## src/sv/mrsp_pkg.sv

```systemverilog
// types and constants for the midi running status parser
// shared by mrsp_decode and midi_running_status_parser_unit, no dependencies
package mrsp_pkg;

  localparam logic [7:0] REALTIME_FIRST  = 8'hF8;
  localparam logic [7:0] SYSCOMMON_FIRST = 8'hF0;
  localparam logic [7:0] NO_STATUS       = 8'h00;
  localparam logic [3:0] TYPE_PROGRAM    = 4'hC;
  localparam logic [3:0] TYPE_AFTERTOUCH = 4'hD;

  localparam int IN_DATA_W  = 8;
  localparam int OUT_DATA_W = 24;

  typedef enum logic {
    REQ_BYTE  = 1'b0,
    REQ_CLEAR = 1'b1
  } req_type_t;

  typedef struct packed {
    logic [7:0] running_status;
    logic [6:0] first_data;
    logic       have_first;
  } parse_state_t;

  typedef struct packed {
    parse_state_t state;
    logic         emit;
    logic [7:0]   msg_status;
    logic [6:0]   msg_data1;
    logic [6:0]   msg_data2;
  } parse_step_t;

endpackage

```

## src/sv/mrsp_decode.sv

```systemverilog
// per-byte decision of the running status parser: next state and result
// depends on mrsp_pkg
module mrsp_decode (
  input  mrsp_pkg::req_type_t    req_type,
  input  logic [7:0]             rx_byte,
  input  mrsp_pkg::parse_state_t state,
  output mrsp_pkg::parse_step_t  step
);
  import mrsp_pkg::*;

  logic [3:0] kind;

  assign kind = state.running_status[7:4];

  always_comb begin
    step            = '0;
    step.state      = state;
    step.msg_status = state.running_status;
    step.msg_data1  = state.first_data;
    step.msg_data2  = rx_byte[6:0];
    if (req_type == REQ_CLEAR) begin
      step.state.running_status = NO_STATUS;
      step.state.have_first     = 1'b0;
    end else if (rx_byte >= REALTIME_FIRST) begin
      step.state = state;
    end else if (rx_byte[7]) begin
      step.state.running_status = (rx_byte >= SYSCOMMON_FIRST) ? NO_STATUS : rx_byte;
      step.state.have_first     = 1'b0;
    end else if (state.running_status == NO_STATUS) begin
      step.state = state;
    end else if (!state.have_first) begin
      step.state.first_data = rx_byte[6:0];
      step.state.have_first = !((kind == TYPE_PROGRAM) || (kind == TYPE_AFTERTOUCH));
    end else begin
      step.emit             = 1'b1;
      step.state.have_first = 1'b0;
    end
  end

endmodule

```

## src/sv/midi_running_status_parser_unit.sv

```systemverilog
// midi running status parser, top level with input and result registers
// depends on mrsp_pkg and mrsp_decode
// an accepted input word is held in the input register and decoded, and its result goes to the result register
// throughput: one input word per cycle, set by the single decode stage
// a full result register stalls only words that produce a result
// rst (synchronous, active high) clears running status, pending data and valids
module midi_running_status_parser_unit (
  input  logic                                clk,
  input  logic                                rst,
  input  logic                                s_axis_tvalid,
  output logic                                s_axis_tready,
  input  logic [mrsp_pkg::IN_DATA_W-1:0]      s_axis_tdata,   // rx_byte[7:0]
  input  logic                                s_axis_tuser,   // req_type
  output logic                                m_axis_tvalid,
  input  logic                                m_axis_tready,
  output logic [mrsp_pkg::OUT_DATA_W-1:0]     m_axis_tdata    // msg_status[7:0], msg_data1[14:8],
                                                              // msg_data2[21:15], zero[23:22]
);
  import mrsp_pkg::*;

  logic          in_valid;
  req_type_t     in_req;
  logic [7:0]    in_byte;
  parse_state_t  state;
  parse_step_t   step;
  logic          out_free;
  logic          advance;
  logic [OUT_DATA_W-1:0] out_data;

  mrsp_decode u_decode (
    .req_type (in_req),
    .rx_byte  (in_byte),
    .state    (state),
    .step     (step)
  );

  assign out_free      = !m_axis_tvalid || m_axis_tready;
  assign advance       = in_valid && (!step.emit || out_free);
  assign s_axis_tready = !in_valid || advance;
  assign m_axis_tdata  = out_data;

  always_ff @(posedge clk) begin
    if (s_axis_tvalid && s_axis_tready) begin
      in_req  <= req_type_t'(s_axis_tuser);
      in_byte <= s_axis_tdata;
    end
    if (advance && step.emit) begin
      out_data <= {2'b00, step.msg_data2, step.msg_data1, step.msg_status};
    end
  end

  always_ff @(posedge clk) begin
    if (rst) begin
      in_valid      <= 1'b0;
      m_axis_tvalid <= 1'b0;
      state         <= '0;
    end else begin
      if (s_axis_tready) begin
        in_valid <= s_axis_tvalid;
      end
      if (advance) begin
        state <= step.state;
      end
      if (advance && step.emit) begin
        m_axis_tvalid <= 1'b1;
      end else if (m_axis_tready) begin
        m_axis_tvalid <= 1'b0;
      end
    end
  end

  // results always carry a channel status byte
  a_out_status: assert property (@(posedge clk) disable iff (rst)
    m_axis_tvalid |-> (m_axis_tdata[7] && (m_axis_tdata[7:4] != 4'hF)))
    else $error("result without channel status");

  // pending first data only under a two-data-byte status
  a_pending: assert property (@(posedge clk) disable iff (rst)
    state.have_first |-> (state.running_status[7] &&
      (state.running_status[7:4] != TYPE_PROGRAM) &&
      (state.running_status[7:4] != TYPE_AFTERTOUCH) &&
      (state.running_status[7:4] != 4'hF)))
    else $error("pending data byte with bad running status");

  // a clear request leaves no status behind
  a_clear: assert property (@(posedge clk) disable iff (rst)
    (advance && (in_req == REQ_CLEAR)) |=> ((state.running_status == NO_STATUS) &&
      !state.have_first))
    else $error("clear request left parser state");

  // a result is only produced from a pending first data byte
  a_emit: assert property (@(posedge clk) disable iff (rst)
    (advance && step.emit) |-> (state.have_first && !in_byte[7]))
    else $error("result without pending data byte");

  // a stalled result holds the input stage when the word would produce another
  a_stall: assert property (@(posedge clk) disable iff (rst)
    (in_valid && step.emit && m_axis_tvalid && !m_axis_tready) |-> !s_axis_tready)
    else $error("input taken while result stage blocked");

endmodule
```

## config.mk

```make
export PLATFORM = sky130hd
export DESIGN_NAME = midi_running_status_parser_unit
export DESIGN_NICKNAME = d
export VERILOG_FILES = /design/src/sv/mrsp_pkg.sv /design/src/sv/mrsp_decode.sv /design/src/sv/midi_running_status_parser_unit.sv
export SDC_FILE = /design/constraint.sdc
export NUM_CORES = 1
export LEC_CHECK = 0
export BUFFER_PORTS_ARGS = -buffer_cell sky130_fd_sc_hd__clkbuf_2
export CAP_MARGIN = 20
export CORE_ASPECT_RATIO = 0.75
export CORE_MARGIN = 2
export CORE_UTILIZATION = 40
export CTS_CLUSTER_SIZE = 20
export DETAILED_ROUTE_END_ITERATION = 7
export GPL_ROUTABILITY_DRIVEN = 0
export HOLD_SLACK_MARGIN = 0.08
export PLACE_DENSITY_LB_ADDON = 0.15
export SETUP_SLACK_MARGIN = 0.5
export SLEW_MARGIN = 10
export SYNTH_ARGS = -nofsm -noshare
export SYNTH_HDL_FRONTEND = slang
export SYNTH_SLANG_ARGS = --single-unit
```

## constraint.sdc

```tcl
create_clock -name clk -period 3.2 [get_ports clk]
set_input_delay 0.16 -clock clk [delete_from_list [all_inputs] [get_ports clk]]
set_output_delay 0.16 -clock clk [all_outputs]
set_load 0.05 [all_outputs]
```

==> impl_results.md, run 1 <==
- Run status: finished, final reports clean
- Final hold vios: 0
- Main synth FF type: edfxtp_1
- Post-synth EDFFs: 31
- Max Used Layer: met4
- CP max FO: 4
- Ant. Diodes: 0
- TritonRoute pass-1 iters: 4
- Die Ht: 60.7 um
- Clock sink count: 49
- GRT Util Overall: 15.1%
- Cell Count, Final, Fillers Out: 228
- Routed Antenna Nets: 0
- Largest net degree at the start of global routing: 20
- Worst hold path type: in -> reg
- Vias in the first global route: 1044
- Crit Path Class: reg -> out
- Layout area overhead: 25.1%
- Initial antenna violation count: 0
- Max VDD drop: 0.000248 V
- PD cells: 517 nW/um2
- Yosys warns: 0
- FF+latch count, synth: 49
- Synth async-reset ratio: 0%
- CTS root buffer: clkbuf_8
- RSZ-0062 raised after global routing: no
- Global route overflow: 0
- Slew headroom: 40.2%
- Placed cells: 210
- Initial core utilization: 42.0%
- Buffers added on ports: 36
- CTS max path bufs: 2
- Hold Crit Depth: 4
- Post-route setup TNS: 0 ps
- Cell Rows: 20
- Library cells used by synthesis: 26
- Post-route DRC: 0
- Post-Route WL: 3180 um
- Post-layout util: 52.5%
- Crit share post-route: 73.3%
- WL met2: 1490 um
- Via density: 4.89
- DIE WIDTH: 79.6 um
- Yosys top cell by area: edfxtp_1
- Slew Viols, Final: 0
- Worst r2r src: state[10]$_SDFFE_PP0P_
- Share of the synthesized area in the top cell type: 54.3%
- Routed via count: 1114
- Hold slack final: 262 ps
- Worst Tran Pin Value: 889 ps
- Reg2reg path depth: 4
- Max-cap violations: 0
- DR iter-0 viols: 92
- Required @ worst endpoint: 3040 ps
- Clock slew at reported path FFs: 90 ps
- TritonCTS Buffers: 5
- Mean Syn Cell Area: 14.2 um2
- Cell Area, Synth: 1710 um2
- Met1 wire length: 1440 um
- CP Launch Point: state[10]$_SDFFE_PP0P_
- Met3 Routed Length: 201 um
- Top cells by area, synth: edfxtp_1 (54%), dfxtp_1 (21%), mux2i_1 (4.7%)
- Die Footprint: 4830 um2
- Fmax: 426 MHz
- Final HPWL DP: 2150 um
- Num ports: 39
- CTS H-tree depth: 2
- Clk_lat worst skew: 300 ps
- Post-synthesis sequential area ratio: 75.4%
- Fraction of layout cells with a size suffix above 1: 27.2%
- Final #Nets: 185
- CTS tree: yes
- Crit start category: flip-flop
- Worst Clk Skew: 9.48 ps
- Core Region: 4080 um2
- Final setup fails: 0
- WL/cell: 13.9 um
- Crit end category: output pin
- Leakage: 0.785 nW
- WP data arrival: 2190 ps
- Hold_sp: m_axis_tready
- Tmin final: 2350 ps
- Mapped Cells: 121
- First-pass GRT wire length: 5090 um
what timing repair did:
action,CTS,global route
buffers inserted,0,0
resized for setup,0,0
hold endpoints to repair,10,0
hold buffers,10,0
worst paths after layout:
kind / to / slack (ps)
setup / recovery: s_axis_tready / 850
hold / removal: m_axis_tvalid$_SDFFE_PP0P_ / 260
setup reg to reg: in_byte[1]$_DFFE_PP_ / 870
hold reg to reg: m_axis_tdata[9]$_DFFE_PP_ / 440
placed cells by master, fill, tap and decap left out, types with 2 or more instances in the layout:
master	instances
clkbuf_2	36
edfxtp_1	31
dfxtp_1	18
a21oi_1	11
dlygate4sd3_1	10
nor2_1	9
nand2_1	8
o21ai_0	8
mux2i_1	8
clkbuf_8	5
inv_1	4
nor4_1	3
nand4_1	2
conb_1	2
clkbuf_1	2
buf_4	2
per-stage QoR:
stage | cell area, um2 | total power, mW | setup slack (ps)
after floorplan | 1720 | 0.741 | 869
after detailed placement | 1960 | 0.759 | 914
final | 2140 | 1.11 | 854
after global placement | 1960 | 0.757 | 1010
after global routing | 2140 | 1.16 | 688
after CTS | 2140 | 1.12 | 879
cell families (layout without fill, tap and decap cells):
group	Yosys count	count (layout)	synth area share [%]
muxes	8	8	4.68
buffers and inverters	9	60	2.41
AOI/OAI and AO/OA	25	25	9.28
other	1	2	0.219
and+or+nand+nor	29	29	8.04
DFF	49	49	75.4
sequential cells by signal, summed over array words and instances (netlist names):
name	count
in_byte	8
in_req	1
in_valid	1
m_axis_tdata	22
m_axis_tvalid	1
state	16
area by class of cell:
cell class              count  area, um2
clock inverters             1       8.76
well taps                  55       68.8
flip-flops and latches     49       1290
multi-input cells          64        387
fillers                   361       1940
repair buffers             48        295
inverters                   4       15.0
clock buffers               7       76.3
report_power, final:
part           total, mW  leakage, nW  internal [mW]  switching [mW]
logic             0.0576        0.307         0.0250          0.0326
registers          0.697        0.435          0.684          0.0131
clock network      0.352       0.0424          0.156           0.196
total               1.11        0.785          0.865           0.242
per-layer routing:
layer | global-route usage, % | vias up
met5 | 0 | -
met4 | 5.91 | 0
met3 | 6.25 | 5
met2 | 22.8 | 33
met1 | 19.6 | 536
li1 | - | 540
Yosys cell counts (2+ instances only):
| library cell | instances |
|---|---|
| buf_4 | 2 |
| o21ai_0 | 8 |
| nor4_1 | 3 |
| mux2i_1 | 8 |
| nand4_1 | 2 |
| nor2_1 | 10 |
| a21oi_1 | 11 |
| edfxtp_1 | 31 |
| dfxtp_1 | 18 |
| clkbuf_1 | 2 |
| nand2_1 | 8 |
| inv_1 | 4 |
critical path, cell delays in order (launching register included):
cell and delay (ps):
dfxtp_1 330, nor4_1 780, a21oi_1 280, nand4_1 200, clkbuf_2 300
(Power assumes the default switching activity.)
==> run 2: changes to the inputs <==
- clock period: 3.2 -> 2.11 ns (I/O delays scaled with it)
==> run 2 against run 1 <==
Compared with the run above:
- sequential power is 52% higher
- register-to-register slack worse by 370 ps
- final area is 8.4% higher
- non-clock buffer count is 11 higher
- critical path type unchanged
- critical endpoint unchanged
==> impl_results.md, run 2 (synthesized netlist as in run 1, its figures left out) <==
- Final HPWL DP: 2110 um
- RSZ-0062 raised after global routing: yes
- CTS max path bufs: 2
- Crit start category: flip-flop
- Routed via count: 1136
- Clock slew at reported path FFs: 80 ps
- Worst hold path type: in -> reg
- Cell family with most CP delay: simple AND/OR/NAND/NOR gates
- Max-cap violations: 0
- Crit Path Class: reg -> out
- Die Footprint: 4830 um2
- Largest net degree at the start of global routing: 20
- WP data arrival: 1520 ps
- Critical Path Slowest Stage Cell: edfxtp_1
- Ant. Diodes: 0
- Buffers added on ports: 36
- Slew Viols, Final: 0
- CP peak stage delay: 390 ps
- Initial core utilization: 42.0%
- Vias in the first global route: 1107
- Run status: finished, final reports clean
- Most common cell after layout, fill and taps aside: clkbuf_2
- DIE WIDTH: 79.6 um
- Cell Rows: 20
- Num ports: 39
- Layout area overhead: 35.6%
- Core Region: 4080 um2
- Tmin final: 1630 ps
- Seq. cell area: 1300 um2
- Final hold vios: 0
- Final setup fails: 0
- CTS root buffer: clkbuf_8
- Post-route DRC: 0
- CTS H-tree depth: 2
- Leakage: 0.862 nW
- Commonest non-fill, non-tap cells in the layout: clkbuf_2 (35), edfxtp_1 (31), dfxtp_1 (12)
- Required @ worst endpoint: 2000 ps
- FILL cells: 344
- Worst Clk Skew: 5.41 ps
- TritonCTS Buffers: 5
- Max VDD drop: 0.000451 V
- Final #Nets: 197
- WL/cell: 13.2 um
- Multi-input logic area: 449 um2
- Initial antenna violation count: 0
- Die Ht: 60.7 um
- Clock sink count: 49
- Clk_lat worst skew: 290 ps
- Post-Route WL: 3160 um
- Routed Antenna Nets: 0
- Crit end category: output pin
- CTS tree: yes
- Worst path cell trace: or2_4 -> a21oi_4 -> nand4_1 -> buf_8
- Max FFs per register: 22
- Post-layout util: 56.9%
- PD cells: 724 nW/um2
- First-pass GRT wire length: 5170 um
- Via density: 4.73
- Critical path buffers and inverters: 1
- DR iter-0 viols: 62
- Global route overflow: 0
- Fmax: 615 MHz
- TritonRoute pass-1 iters: 4
- Crit share post-route: 77.0%
- Fraction of layout cells with a size suffix above 1: 38.9%
- GRT Util Overall: 14.8%
- Post-route setup TNS: 0 ps
- CP max FO: 4
run 2: cell count changes in the layout (fill, tap and decap cells not counted), sizes merged:
cell,before,now
buf,2,14
and2,1,2
clkinv,1,0
inv,4,3
clkinvlp,0,2
clkbuf,43,42
run 2: worst register-to-register path, cell delays in order, from the launching register on:
cell and delay [ps]:
edfxtp_1 390, or2_4 290, a21oi_4 160, nand4_1 190
buf_4 200, and2_4 150
run 2: per-layer routing:
| metal | vias up | global-route usage, % | wire, um |
|---|---|---|---|
| li1 | 561 | - | - |
| met1 | 540 | 19.1 | 1470 |
| met2 | 30 | 23.4 | 1470 |
| met3 | 5 | 4.46 | 172 |
| met4 | 0 | 6.65 | 40 |
| met5 | - | 0 | 0 |
run 2: where the power goes:
group | switching [mW] | internal [mW] | total (mW)
logic | 0.0556 | 0.0575 | 0.113
registers | 0.0223 | 1.04 | 1.06
clock network | 0.275 | 0.234 | 0.510
run 2: area by class of cell:
type,instances,area share [%]
flip-flops and latches,49,55.9
multi-input cells,65,19.3
repair buffers,59,17.3
clock buffers,7,3.29
well taps,55,2.96
inverters,4,0.808
clock inverters,1,0.323
run 2: final timing paths:
| kind | startpoint | end | slack, ps | depth (start not counted) |
|---|---|---|---|---|
| hold / removal | m_axis_tready | m_axis_tvalid$_SDFFE_PP0P_ | 210 | 4 |
| setup / recovery | in_byte[7]$_DFFE_PP_ | s_axis_tready | 480 | 4 |
| hold reg to reg | state[1]$_SDFFE_PP0P_ | m_axis_tdata[8]$_DFFE_PP_ | 430 | 0 |
| setup reg to reg | in_byte[7]$_DFFE_PP_ | in_byte[7]$_DFFE_PP_ | 500 | 5 |
run 2: repair_timing:
| action | 4_1_cts | 5_1_grt |
|---|---|---|
| pin swaps | 3 | 3 |
| setup buffers | 5 | 4 |
| resized for setup | 5 | 11 |
| hold buffers | 10 | 0 |
| hold endpoints to repair | 10 | 0 |
| endpoints found under the setup margin | 23 | 48 |
| cloned | 0 | 1 |
run 2: metrics by stage:
step	cells	setup WS (ps)	power [mW]	hold slack, ps	instance area, um2
2_1_floorplan	122	113	1.13	204	1760
3_3_place_gp	212	506	1.16	283	2020
3_5_place_dp	212	460	1.16	284	2020
4_1_cts	235	494	1.70	186	2260
5_1_grt	240	407	1.76	257	2320
6_report	240	484	1.68	208	2320
